===== config.mk =====
export PLATFORM = sky130hd
export DESIGN_NAME = modular_exponentiation_flat
export DESIGN_NICKNAME = d
export VERILOG_FILES = /design/src/hw/rtl/me_pkg.sv /design/src/hw/rtl/me_stream_if.sv /design/src/hw/rtl/me_modmul.sv /design/src/hw/rtl/modular_exponentiation.sv /design/src/flat_wrapper.sv
export SDC_FILE = /design/constraint.sdc
export NUM_CORES = 1
export LEC_CHECK = 0
export BUFFER_PORTS_ARGS = -buffer_cell sky130_fd_sc_hd__buf_2
export CAP_MARGIN = 20
export CORE_MARGIN = 2
export CORE_UTILIZATION = 30
export CTS_CLUSTER_SIZE = 8
export DETAILED_ROUTE_END_ITERATION = 16
export GPL_ROUTABILITY_DRIVEN = 0
export SYNTH_ARGS = -nofsm -noshare
export SYNTH_HDL_FRONTEND = slang
export SYNTH_SLANG_ARGS = --single-unit

===== constraint.sdc =====
create_clock -name clk -period 5.6 [get_ports clk]
set_input_delay 0.84 -clock clk [delete_from_list [all_inputs] [get_ports clk]]
set_output_delay 0.84 -clock clk [all_outputs]
set_load 0.005 [all_outputs]

===== src/hw/rtl/me_pkg.sv =====
// Shared types and constants for the modular exponentiation block.
package me_pkg;

  // Width of the base field, which is also the longest operand scan of the multiplier.
  localparam int BASE_WIDTH = 32;

  // Width of the multiplier's bit counter, wide enough to hold BASE_WIDTH itself.
  localparam int MUL_CNT_W = $clog2(BASE_WIDTH + 1);

  // Modulus after reset, truncated to the configured width where it is used.
  localparam logic [31:0] MODULUS_RESET = 32'd1000000007;

  // Sequencer states.
  typedef enum logic [2:0] {
    ST_IDLE,
    ST_LOAD,
    ST_REDUCE,
    ST_CHECK,
    ST_MUL,
    ST_SQR,
    ST_FINISH
  } me_state_t;

  // Command from the sequencer to the serial multiplier.
  typedef struct packed {
    logic start;  // latch operands and begin a product
    logic full;   // scan all BASE_WIDTH bits of b instead of the modulus width
  } mul_ctl_t;

endpackage


===== src/hw/rtl/me_stream_if.sv =====
// Valid/ready channel interfaces for the operand and result streams.
interface me_operand_if #(
  parameter int EXP_WIDTH = 63
);
  logic                 valid;
  logic                 ready;
  logic [31:0]          base_value;
  logic [EXP_WIDTH-1:0] exponent;

  modport source (output valid, output base_value, output exponent, input ready);
  modport sink (input valid, input base_value, input exponent, output ready);
endinterface

interface me_result_if #(
  parameter int MOD_WIDTH = 31
);
  logic                 valid;
  logic                 ready;
  logic [MOD_WIDTH-1:0] power_mod;

  modport source (output valid, output power_mod, input ready);
  modport sink (input valid, input power_mod, output ready);
endinterface


===== src/hw/rtl/me_modmul.sv =====
// Bit-serial interleaved modular multiplier, one bit of b per cycle, MSB first.
module me_modmul #(
  parameter int MOD_WIDTH = 31
) (
  input  logic                          clk,
  input  logic                          rst,
  input  me_pkg::mul_ctl_t              ctl,
  input  logic [MOD_WIDTH-1:0]          a_in,
  input  logic [me_pkg::BASE_WIDTH-1:0] b_in,
  input  logic [MOD_WIDTH-1:0]          m,
  output logic                          done,
  output logic [MOD_WIDTH-1:0]          prod
);

  localparam int SHIFT = me_pkg::BASE_WIDTH - MOD_WIDTH;

  logic                           busy;
  logic [me_pkg::MUL_CNT_W-1:0]   cnt;
  logic [MOD_WIDTH-1:0]           a_reg;
  logic [me_pkg::BASE_WIDTH-1:0]  b_reg;
  logic [MOD_WIDTH+1:0]           t;
  logic [MOD_WIDTH+1:0]           m1;
  logic [MOD_WIDTH+1:0]           m2;
  logic [MOD_WIDTH+1:0]           t_red;
  logic [MOD_WIDTH-1:0]           prod_next;

  // With prod < m and a <= m, 2*prod + a stays below 3m, so at most 2m comes off.
  always_comb begin
    t  = {1'b0, prod, 1'b0} + (b_reg[me_pkg::BASE_WIDTH-1] ? {2'b00, a_reg} : '0);
    m1 = {2'b00, m};
    m2 = {1'b0, m, 1'b0};
    if (t >= m2) begin
      t_red = t - m2;
    end else if (t >= m1) begin
      t_red = t - m1;
    end else begin
      t_red = t;
    end
    prod_next = t_red[MOD_WIDTH-1:0];
  end

  always_ff @(posedge clk) begin
    if (rst) begin
      busy <= 1'b0;
      done <= 1'b0;
      cnt  <= '0;
    end else begin
      done <= 1'b0;
      if (ctl.start) begin
        busy <= 1'b1;
        cnt  <= ctl.full ? me_pkg::MUL_CNT_W'(me_pkg::BASE_WIDTH)
                         : me_pkg::MUL_CNT_W'(MOD_WIDTH);
      end else if (busy) begin
        cnt <= cnt - 1'b1;
        if (cnt == me_pkg::MUL_CNT_W'(1)) begin
          busy <= 1'b0;
          done <= 1'b1;
        end
      end
    end
  end

  always_ff @(posedge clk) begin
    if (ctl.start) begin
      a_reg <= a_in;
      b_reg <= ctl.full ? b_in : (b_in << SHIFT);
      prod  <= '0;
    end else if (busy) begin
      b_reg <= b_reg << 1;
      prod  <= prod_next;
    end
  end

endmodule


===== src/hw/rtl/modular_exponentiation.sv =====
// Top level: right-to-left square-and-multiply modular exponentiation.
//
// The operand channel carries one beat per item: base_value and exponent.
// The result channel returns one beat per item: power_mod, the base raised
// to the exponent modulo the configured modulus. A modulus of zero acts as
// a modulus of one. A zero exponent always returns 1.
// The modulus is written through cfg_we/cfg_wdata and must only change
// while no item is in flight; it is sampled when an item is accepted.
// All arithmetic runs on one bit-serial modular multiplier that consumes
// one bit of its second operand per cycle. It first reduces the base over
// all BASE_WIDTH bits; then, for each exponent bit up to the highest set
// bit, the sequencer passes through ST_CHECK and runs a product when the
// bit is set and a squaring unless no set bit remains, each over MOD_WIDTH
// bits. One item at a time. Once a result is finished the next item is
// accepted even while that result still waits in the output register; a
// stalled receiver holds it there, and a second finished result waits
// behind it in the sequencer. Reset idles the sequencer, empties the output
// register and loads the modulus with 1000000007 truncated to MOD_WIDTH
// bits.
module modular_exponentiation #(
  parameter int MOD_WIDTH = 31,
  parameter int EXP_WIDTH = 63
) (
  input  logic                 clk,
  input  logic                 rst,
  me_operand_if.sink           operand,
  me_result_if.source          result,
  input  logic                 cfg_we,
  input  logic [MOD_WIDTH-1:0] cfg_wdata
);

  me_pkg::me_state_t state;
  me_pkg::me_state_t state_next;

  // Configured modulus, and the effective modulus captured for the item in work.
  logic [MOD_WIDTH-1:0]          modulus;
  logic [MOD_WIDTH-1:0]          m_eff;

  // Item working set: base, remaining exponent bits, running power, accumulator.
  logic [me_pkg::BASE_WIDTH-1:0] base;
  logic [EXP_WIDTH-1:0]          exp_sr;
  logic [MOD_WIDTH-1:0]          pw;
  logic [MOD_WIDTH-1:0]          acc;

  // Multiplier hookup.
  me_pkg::mul_ctl_t              mul_ctl;
  logic [MOD_WIDTH-1:0]          mul_a;
  logic [me_pkg::BASE_WIDTH-1:0] mul_b;
  logic                          mul_done;
  logic [MOD_WIDTH-1:0]          mul_prod;

  logic                          accept;
  logic                          out_load;
  logic                          last_bit;

  assign accept   = operand.valid && operand.ready;
  assign last_bit = (exp_sr >> 1) == '0;

  me_modmul #(
    .MOD_WIDTH(MOD_WIDTH)
  ) u_modmul (
    .clk  (clk),
    .rst  (rst),
    .ctl  (mul_ctl),
    .a_in (mul_a),
    .b_in (mul_b),
    .m    (m_eff),
    .done (mul_done),
    .prod (mul_prod)
  );

  always_ff @(posedge clk) begin
    if (rst) begin
      modulus <= me_pkg::MODULUS_RESET[MOD_WIDTH-1:0];
    end else if (cfg_we) begin
      modulus <= cfg_wdata;
    end
  end

  always_ff @(posedge clk) begin
    if (rst) begin
      state <= me_pkg::ST_IDLE;
    end else begin
      state <= state_next;
    end
  end

  // Sequencer: next state, multiplier commands and operand selection.
  always_comb begin
    state_next     = state;
    operand.ready  = 1'b0;
    mul_ctl.start  = 1'b0;
    mul_ctl.full   = 1'b0;
    mul_a          = pw;
    mul_b          = me_pkg::BASE_WIDTH'(pw);
    out_load       = 1'b0;
    case (state)
      me_pkg::ST_IDLE: begin
        operand.ready = 1'b1;
        if (operand.valid) begin
          state_next = me_pkg::ST_LOAD;
        end
      end
      me_pkg::ST_LOAD: begin
        // Reduce the base as base * 1 over all of its bits.
        mul_ctl.start = 1'b1;
        mul_ctl.full  = 1'b1;
        mul_a         = MOD_WIDTH'(1);
        mul_b         = base;
        state_next    = me_pkg::ST_REDUCE;
      end
      me_pkg::ST_REDUCE: begin
        if (mul_done) begin
          state_next = me_pkg::ST_CHECK;
        end
      end
      me_pkg::ST_CHECK: begin
        if (exp_sr == '0) begin
          state_next = me_pkg::ST_FINISH;
        end else if (exp_sr[0]) begin
          mul_ctl.start = 1'b1;
          mul_b         = me_pkg::BASE_WIDTH'(acc);
          state_next    = me_pkg::ST_MUL;
        end else begin
          mul_ctl.start = 1'b1;
          state_next    = me_pkg::ST_SQR;
        end
      end
      me_pkg::ST_MUL: begin
        if (mul_done) begin
          if (last_bit) begin
            // No set bit remains: the final squaring is not needed.
            state_next = me_pkg::ST_FINISH;
          end else begin
            mul_ctl.start = 1'b1;
            state_next    = me_pkg::ST_SQR;
          end
        end
      end
      me_pkg::ST_SQR: begin
        if (mul_done) begin
          state_next = me_pkg::ST_CHECK;
        end
      end
      me_pkg::ST_FINISH: begin
        if (!result.valid || result.ready) begin
          out_load   = 1'b1;
          state_next = me_pkg::ST_IDLE;
        end
      end
      default: begin
        state_next = me_pkg::ST_IDLE;
      end
    endcase
  end

  always_ff @(posedge clk) begin
    if (accept) begin
      base   <= operand.base_value;
      exp_sr <= operand.exponent;
      acc    <= MOD_WIDTH'(1);
      m_eff  <= (modulus == '0) ? MOD_WIDTH'(1) : modulus;
    end
    if (mul_done) begin
      if (state == me_pkg::ST_MUL) begin
        acc <= mul_prod;
      end else begin
        pw <= mul_prod;
      end
      if (state == me_pkg::ST_SQR) begin
        exp_sr <= exp_sr >> 1;
      end
    end
  end

  // Output register, so a waiting result does not hold up the next item.
  always_ff @(posedge clk) begin
    if (rst) begin
      result.valid <= 1'b0;
    end else if (out_load) begin
      result.valid <= 1'b1;
    end else if (result.ready) begin
      result.valid <= 1'b0;
    end
  end

  always_ff @(posedge clk) begin
    if (out_load) begin
      result.power_mod <= acc;
    end
  end

`ifndef ASSERT_OFF
  a_done_in_wait: assert property (@(posedge clk) disable iff (rst)
    mul_done |-> (state == me_pkg::ST_REDUCE || state == me_pkg::ST_MUL ||
                  state == me_pkg::ST_SQR))
    else $error("multiplier finished outside a wait state");

  a_pw_reduced: assert property (@(posedge clk) disable iff (rst)
    (state == me_pkg::ST_CHECK) |-> (pw < m_eff))
    else $error("running power not reduced below the modulus");

  a_accept_loads: assert property (@(posedge clk) disable iff (rst)
    accept |=> (state == me_pkg::ST_LOAD))
    else $error("accepted item did not start base reduction");

  a_no_overwrite: assert property (@(posedge clk) disable iff (rst)
    (state == me_pkg::ST_FINISH && result.valid && !result.ready) |=>
      (state == me_pkg::ST_FINISH))
    else $error("finished result left while output register was full");
`endif

endmodule


===== src/flat_wrapper.sv =====
// flat-port wrapper written by rule: the top's interface ports become plain ports
module modular_exponentiation_flat 
#(
  parameter int MOD_WIDTH = 31,
  parameter int EXP_WIDTH = 63
)
  (clk, rst, cfg_we, cfg_wdata, operand_valid, operand_base_value, operand_exponent, operand_ready, result_valid, result_power_mod, result_ready);
  me_operand_if #(.EXP_WIDTH(EXP_WIDTH)) operand_i ();
  me_result_if #(.MOD_WIDTH(MOD_WIDTH)) result_i ();
  input  logic clk;
  input  logic rst;
  input  logic cfg_we;
  input  logic [MOD_WIDTH-1:0] cfg_wdata;
  input wire logic [$bits(operand_i.valid)-1:0] operand_valid;
  input wire logic [$bits(operand_i.base_value)-1:0] operand_base_value;
  input wire logic [$bits(operand_i.exponent)-1:0] operand_exponent;
  output wire logic [$bits(operand_i.ready)-1:0] operand_ready;
  output wire logic [$bits(result_i.valid)-1:0] result_valid;
  output wire logic [$bits(result_i.power_mod)-1:0] result_power_mod;
  input wire logic [$bits(result_i.ready)-1:0] result_ready;
  assign operand_i.valid = operand_valid;
  assign operand_i.base_value = operand_base_value;
  assign operand_i.exponent = operand_exponent;
  assign operand_ready = operand_i.ready;
  assign result_valid = result_i.valid;
  assign result_power_mod = result_i.power_mod;
  assign result_i.ready = result_ready;
  modular_exponentiation #(.MOD_WIDTH(MOD_WIDTH), .EXP_WIDTH(EXP_WIDTH)) u_core (.clk(clk), .rst(rst), .operand(operand_i), .result(result_i), .cfg_we(cfg_we), .cfg_wdata(cfg_wdata));
endmodule

==> out/metrics.cfg, run 1 <==
[outcome]
outcome = completed

[global_routing]
grt_pass1_vias = 16360
grt_pass1_wl_um = 89920
grt_max_degree = 126
gr-total-overflow = 0
antenna_found_initial = 5
grt_use_total = 0.1663

[die]
die_w_um = 259.6
ioPinCount = 164
die_area_sq_mm = 0.06742
coreArea_sq_mm = 0.06458
initial_utilization = 0.3036
die_h_um = 259.6
rows = 93

[power_and_ir_drop]
combPwrFrac = 0.503
p_int_uw = 7470
power.total_uw = 13050
p_seq_frac = 0.274
peakVddDrop_mv = 0.2379
powerDensity_mw_per_mm2 = 569.3
clkPwrFrac = 0.223
p_leak_uw = 0.009088
power_switching_uw = 5575
p_sw_frac = 0.4274

[critical_path]
crit_type = register to register
worstSetupEndpointType = register
ff2ff_path_depth = 21
slowest_delay_ps = 490
crit_chain = buf_2 -> and2_1 -> ha_1 -> and3_4 -> a211o_1 -> o311ai_4 -> o311ai_4 -> o21ai_1 -> o31ai_2 -> xor2_1 -> ha_1 -> a21o_1 -> a21o_1 -> a21oi_2 -> o21ai_0 -> a31oi_1 -> o21ai_2 -> buf_4 -> nor3_4 -> mux2_2 -> a211oi_1
worstPathArrival_ps = 5980
worst_path_max_delay_cell = edfxtp_1
worst-path-stages = 21
cp_top_family = compound AO/OA/AOI/OAI gates
worstPathRequired_ps = 6110
crit_buf_inv = 2
worstPathMaxFanout = 7
cp-start-kind = register

[timing]
finalWorstSetupSlack_ps = 125.8
rsz0062_at_grt = yes
finalCritPeriodShare = 0.9775
worstMarginPinSlew_ps = 1047
max_clock_freq_mhz = 182.7
whs_ps = 397.7
hold_violations = 0
min_period_ps = 5474
final_max_slew_viol_count = 0
slew_headroom = 0.3009
setup_violations = 0
skew_ps = 42.08

[cells_and_area]
num-fill-cells = 6519
fin_area_sq_mm = 0.02292
largest_reg_flops = 63
nets = 2482
final_util = 0.3548
drive_gt1_frac = 0.1417
area_growth_pct = 16.88

[logic_synthesis]
seq_area_frac_synth = 0.4595
synthCells = 2139
synth_area_per_cell_sq_um = 9.166
yosysWarnings = 0
async_reset_ff_frac = 0
syn_area_sq_mm = 0.01961
synth_cell_types = 90
ys_ff_latch = 356
synth_edf_count = 188
synth_fp_nets = 2367
synthFlopType = edfxtp_1

[drt]
vias = 16850
drcViolationCount = 0
dr.first_iter.drc_count = 1398
vias_per_cell = 5.345
wl_per_cell_um = 18.45
detail_route.wirelength_um = 58160
ant_nets = 0
firstDrtPassIters = 6

[cts]
cts_hold_buffers = 0
cts_root_buf = clkbuf_16
numCtsBuffers = 51
clock_latency_ps = 610
htree_levels = 2
tritoncts = done
clkSlewWorstSetupHoldPaths_ps = 60
clock-sinks = 356
cts_buffer_depth = 3

[job]
drv_cap = 0

[hold_path]
min_path_type = primary input to register
hold_depth = 1

[placement]
dpl_cell_area_sq_mm = 0.02118
preCtsSetupSlack_ps = 25.48
port_buffers = 163
hpwlAfterDp_um = 41960

final timing paths:
path	start	end	slack [ps]
worst min register to register	u_core.modulus[22]	u_core.m_eff[22]	450
worst max-delay path	u_core.u_modmul.b_reg[31]	u_core.u_modmul.prod[0]	130
worst max register to register	u_core.u_modmul.b_reg[31]	u_core.u_modmul.prod[0]	130
worst min-delay path	operand_base_value[31]	u_core.base[31]	400
layout by cell type (no fill, tap or decap), types with 45 or more instances in the layout:
master     instances
a31oi_1           81
o21ai_0          153
edfxtp_1         188
xnor2_1           54
and2_1            45
nand3_1           52
a21oi_1           97
inv_1             89
clkbuf_16         51
dfxtp_1          167
buf_2            164
ha_1              93
nand2_1          291
nor2_1           180
final cells by class:
class	count	area, sq um	area share
Antenna cell	4	10.01	0.0004368
Clock inverter	5	90.09	0.003931
Clock buffer	87	1411	0.06159
Timing Repair Buffer	205	1172	0.05116
Tap cell	855	1070	0.04668
Inverter	91	344.1	0.01502
Multi-Input combinational cell	1549	9808	0.4280
Sequential cell	356	9010	0.3932
power by group through the flow:
| stage | registers, uW | logic, uW | clock network [uW] |
|---|---|---|---|
| 5_1_grt | 3620 | 7140 | 3070 |
| 6_report | 3580 | 6570 | 2900 |
| 3_3_place_gp | 3620 | 6150 | 0 |
| 2_1_floorplan | 3450 | 4730 | 0 |
| 3_5_place_dp | 3620 | 6260 | 0 |
| 4_1_cts | 3580 | 6310 | 2950 |
synthesized netlist by cell type, types with 31 or more instances:
| library cell | n | share of area |
|---|---|---|
| nand2_1 | 292 | 0.056 |
| edfxtp_1 | 188 | 0.29 |
| nor2_1 | 183 | 0.035 |
| dfxtp_1 | 168 | 0.17 |
| o21ai_0 | 156 | 0.040 |
| clkbuf_1 | 122 | 0.023 |
| a21oi_1 | 99 | 0.025 |
| ha_1 | 94 | 0.060 |
| inv_1 | 90 | 0.017 |
| a31oi_1 | 82 | 0.026 |
| xnor2_1 | 54 | 0.024 |
| nand3_1 | 53 | 0.014 |
| and2_1 | 45 | 0.014 |
| a22oi_1 | 44 | 0.017 |
| a211oi_1 | 31 | 0.012 |
logic make-up after synthesis:
family                     Yosys count  share of synthesized area
and+or+nand+nor                    732                     0.1711
AOI/OAI and AO/OA                  618                     0.2116
DFF                                356                     0.4595
buffers and inverters              234                    0.04761
adders and majority gates           97                    0.06305
xor gates and xnor gates            78                    0.03484
muxes                               24                    0.01238
stage by stage:
step | cells | TNS (ps)
2_1_floorplan | 2139 | 0
3_3_place_gp | 3046 | 0
3_5_place_dp | 3046 | 0
4_1_cts | 3138 | 0
5_1_grt | 3152 | -284.8
6_report | 3152 | 0
routing by layer:
layer,vias to the layer above,global-route usage,routed length (um)
li1,8021,-,-
met1,8130,0.2038,24490
met2,549,0.2899,28680
met3,147,0.02173,2590
met4,2,0.07647,2391
met5,-,0,16
what timing repair did:
action	CTS	global route
setup buffers	0	8
gates resized for setup	3	26
pin swaps	0	7
cloned	0	0
endpoints found under the setup margin	4	31
Note: power is estimated with default switching activity, not from simulation.
==> run 2, diff against run 1 <==
--- a/config.mk
+++ b/config.mk
@@ -5,8 +5,10 @@
 export SDC_FILE = /design/constraint.sdc
 export NUM_CORES = 1
 export LEC_CHECK = 0
+export ABC_AREA = 0
 export BUFFER_PORTS_ARGS = -buffer_cell sky130_fd_sc_hd__buf_2
 export CAP_MARGIN = 20
+export CORE_ASPECT_RATIO = 1.75
 export CORE_MARGIN = 2
 export CORE_UTILIZATION = 30
 export CTS_CLUSTER_SIZE = 8
==> run 2 against run 1 <==
Die area up 0.12%. Cell area about the same. Final cell count down 0.82%. Global-route usage up 0.064 points. Count of clock-buffer cells in the layout down 3. Non-clock buffer count up 14. Setup slack worse by 61 ps. Critical path depth down 1. Total power about the same. Clock power down 2%. Largest cell class unchanged.
==> out/metrics.cfg, run 2 (synthesis results as in run 1) <==
[drt]
detail_route.wirelength_um = 57650  ; -0.89%
vias_per_cell = 5.319  ; -0.50%
vias = 16630  ; -1.3%
drcViolationCount = 0  ; unchanged
dr.first_iter.drc_count = 1102  ; -21%
wl_per_cell_um = 18.44  ; about the same
ant_nets = 0  ; unchanged
firstDrtPassIters = 8  ; +2

[cells_and_area]
area_growth_pct = 16.83  ; about the same
regArea_sq_mm = 0.009011  ; about the same
drive_gt1_frac = 0.1460  ; +0.004224
fin_area_sq_mm = 0.02291  ; about the same
final_util = 0.3524  ; -0.002483
nets = 2495  ; +0.52%
final_cell_mix = nand2_1, edfxtp_1, nor2_1, dfxtp_1, buf_2
largest_reg_flops = 63  ; unchanged
final_cells = 3126  ; -0.82%
layout_commonest_cell = nand2_1
num-fill-cells = 6564  ; +0.69%
multi_input_area_sq_mm = 0.009829  ; +0.22%

[critical_path]
crit_type = register to register
crit_buf_inv = 1  ; -1
worst-r2r-setup-slack_ps = 60  ; -60 ps
worstPathRequired_ps = 6080  ; -30 ps
worstPathMaxFanout = 8  ; +1
cp-start-kind = register
slowest_delay_ps = 540  ; +50 ps
crit_chain = and2_1 -> ha_1 -> fa_1 -> a211oi_2 -> o21a_2 -> o311ai_0 -> buf_4 -> a31oi_4 -> o21bai_1 -> a21oi_1 -> xnor2_1 -> ha_1 -> nand3_1 -> o21ai_0 -> nor2_1 -> a31oi_1 -> o221ai_1 -> xor2_1 -> a21oi_1 -> a22o_1
cp_top_family = compound AO/OA/AOI/OAI gates
worstSetupEndpointType = register
worst_path_max_delay_cell = a31oi_1
worstPathArrival_ps = 6010  ; +30 ps

[timing]
hold_violations = 0  ; unchanged
min_period_ps = 5535  ; +60.90 ps
whs_ps = 420.8  ; +23.11 ps
rsz0062_at_grt = yes
slew_headroom = 0.2886  ; -0.01231
setup_violations = 0  ; unchanged
finalCritPeriodShare = 0.9884  ; +0.01088
max_clock_freq_mhz = 180.7  ; -1.1%
finalSetupTns_ps = 0  ; unchanged
final_max_slew_viol_count = 0  ; unchanged
worstMarginPinSlew_ps = 1067  ; +19.90 ps
skew_ps = 22.77  ; -19.31 ps

[placement]
hpwlAfterDp_um = 42070  ; +0.28%
port_buffers = 163  ; unchanged
dp.cells = 3028  ; -0.59%
dpl_cell_area_sq_mm = 0.02129  ; +0.52%

[cts]
htree_levels = 2  ; unchanged
cts_buffer_depth = 3  ; unchanged
clock_latency_ps = 590  ; -20 ps
cts_hold_buffers = 0  ; unchanged
tritoncts = done
clkSlewWorstSetupHoldPaths_ps = 60  ; about the same
clock-sinks = 356  ; unchanged
numCtsBuffers = 50  ; -2.0%
cts_root_buf = clkbuf_16

[global_routing]
grt_pass1_wl_um = 90300  ; +0.42%
grt_pass1_vias = 16620  ; +1.6%
grt_use_total = 0.1670  ; +0.0006428
gr-total-overflow = 0  ; unchanged
grt_max_degree = 97  ; -23%
antenna_found_initial = 5  ; unchanged

[die]
ioPinCount = 164  ; unchanged
rows = 124  ; +33%
die_w_um = 197.3  ; -24%
coreArea_sq_mm = 0.06501  ; +0.66%
die_h_um = 342.2  ; +32%
die_area_sq_mm = 0.06750  ; +0.12%
initial_utilization = 0.3016  ; -0.001993

[power_and_ir_drop]
powerDensity_mw_per_mm2 = 569.2  ; about the same
peakVddDrop_mv = 0.3023  ; +27%
p_leak_uw = 0.009136  ; +0.52%

[outcome]
outcome = completed

[job]
drv_cap = 0  ; unchanged

[hold_path]
min_path_type = primary input to register

[run 2: cell types whose count changed in the layout (fill, tap and decap cells not counted), moves of 2 or more]
cell / before / now
clkbuf_1: 36 / 34
nor2_1: 180 / 182
inv_16: 0 / 2
buf_16: 2 / 0
buf_4: 38 / 55
clkinv_16: 2 / 0
nor3_2: 1 / 3
[run 2: repair_timing]
item / in CTS / in global routing
gates resized for setup: 1 / 25
endpoints found under the setup margin: 13 / 31
gates cloned: 0 / 0
setup buffers: 2 / 4
pin swaps: 1 / 3
[run 2: worst paths after layout]
path	start	to	depth (start not counted)
max	u_core.u_modmul.b_reg[31]	u_core.u_modmul.prod[30]	20
min	operand_base_value[1]	u_core.base[1]	1
max reg2reg	u_core.u_modmul.b_reg[31]	u_core.u_modmul.prod[30]	20
min reg2reg	u_core.modulus[22]	u_core.m_eff[22]	0
[run 2: per-stage QoR]
stage | setup slack, ps | power [uW]
after floorplan | 747.8 | 8177
after global placement | 19.60 | 9794
after detailed placement | -108.3 | 9952
after CTS | 35.01 | 12860
after global routing | -48.45 | 13840
final | 64.87 | 13040
[run 2: worst reg2reg max path, cell delays in order, from the launching register on]
cell and delay, ps:
edfxtp_1 520, and2_1 210, ha_1 220, fa_1 450
a211oi_2 280, o21a_2 240, o311ai_0 140, buf_4 200
a31oi_4 240, o21bai_1 90, a21oi_1 170, xnor2_1 160
ha_1 500, nand3_1 110, o21ai_0 310, nor2_1 110
a31oi_1 540, o221ai_1 320, xor2_1 290, a21oi_1 130
a22o_1 210
[run 2: layout make-up]
| cell class | count | share of cell area |
|---|---|---|
| Multi-Input combinational cell | 1549 | 0.4291 |
| Sequential cell | 356 | 0.3934 |
| Clock buffer | 84 | 0.06020 |
| Timing Repair Buffer | 219 | 0.05451 |
| Tap cell | 819 | 0.04474 |
| Inverter | 91 | 0.01502 |
| Clock inverter | 3 | 0.002458 |
| Antenna cell | 5 | 0.0005462 |
[run 2: per-layer routing]
metal  vias to the layer above  GRT usage  routed length [um]
met5                         -          0                   0
met4                         0    0.08913                2730
li1                       8056          -                   -
met3                       140    0.01880                2502
met1                      7912     0.2000               24000
met2                       519     0.2918               28420
[run 2: where the power goes]
part / switching, uW / leakage (uW) / internal (uW)
Clock: 1170 / 0.000683 / 1670
Sequential: 331 / 0.00315 / 3220
Combinational: 3980 / 0.00530 / 2670
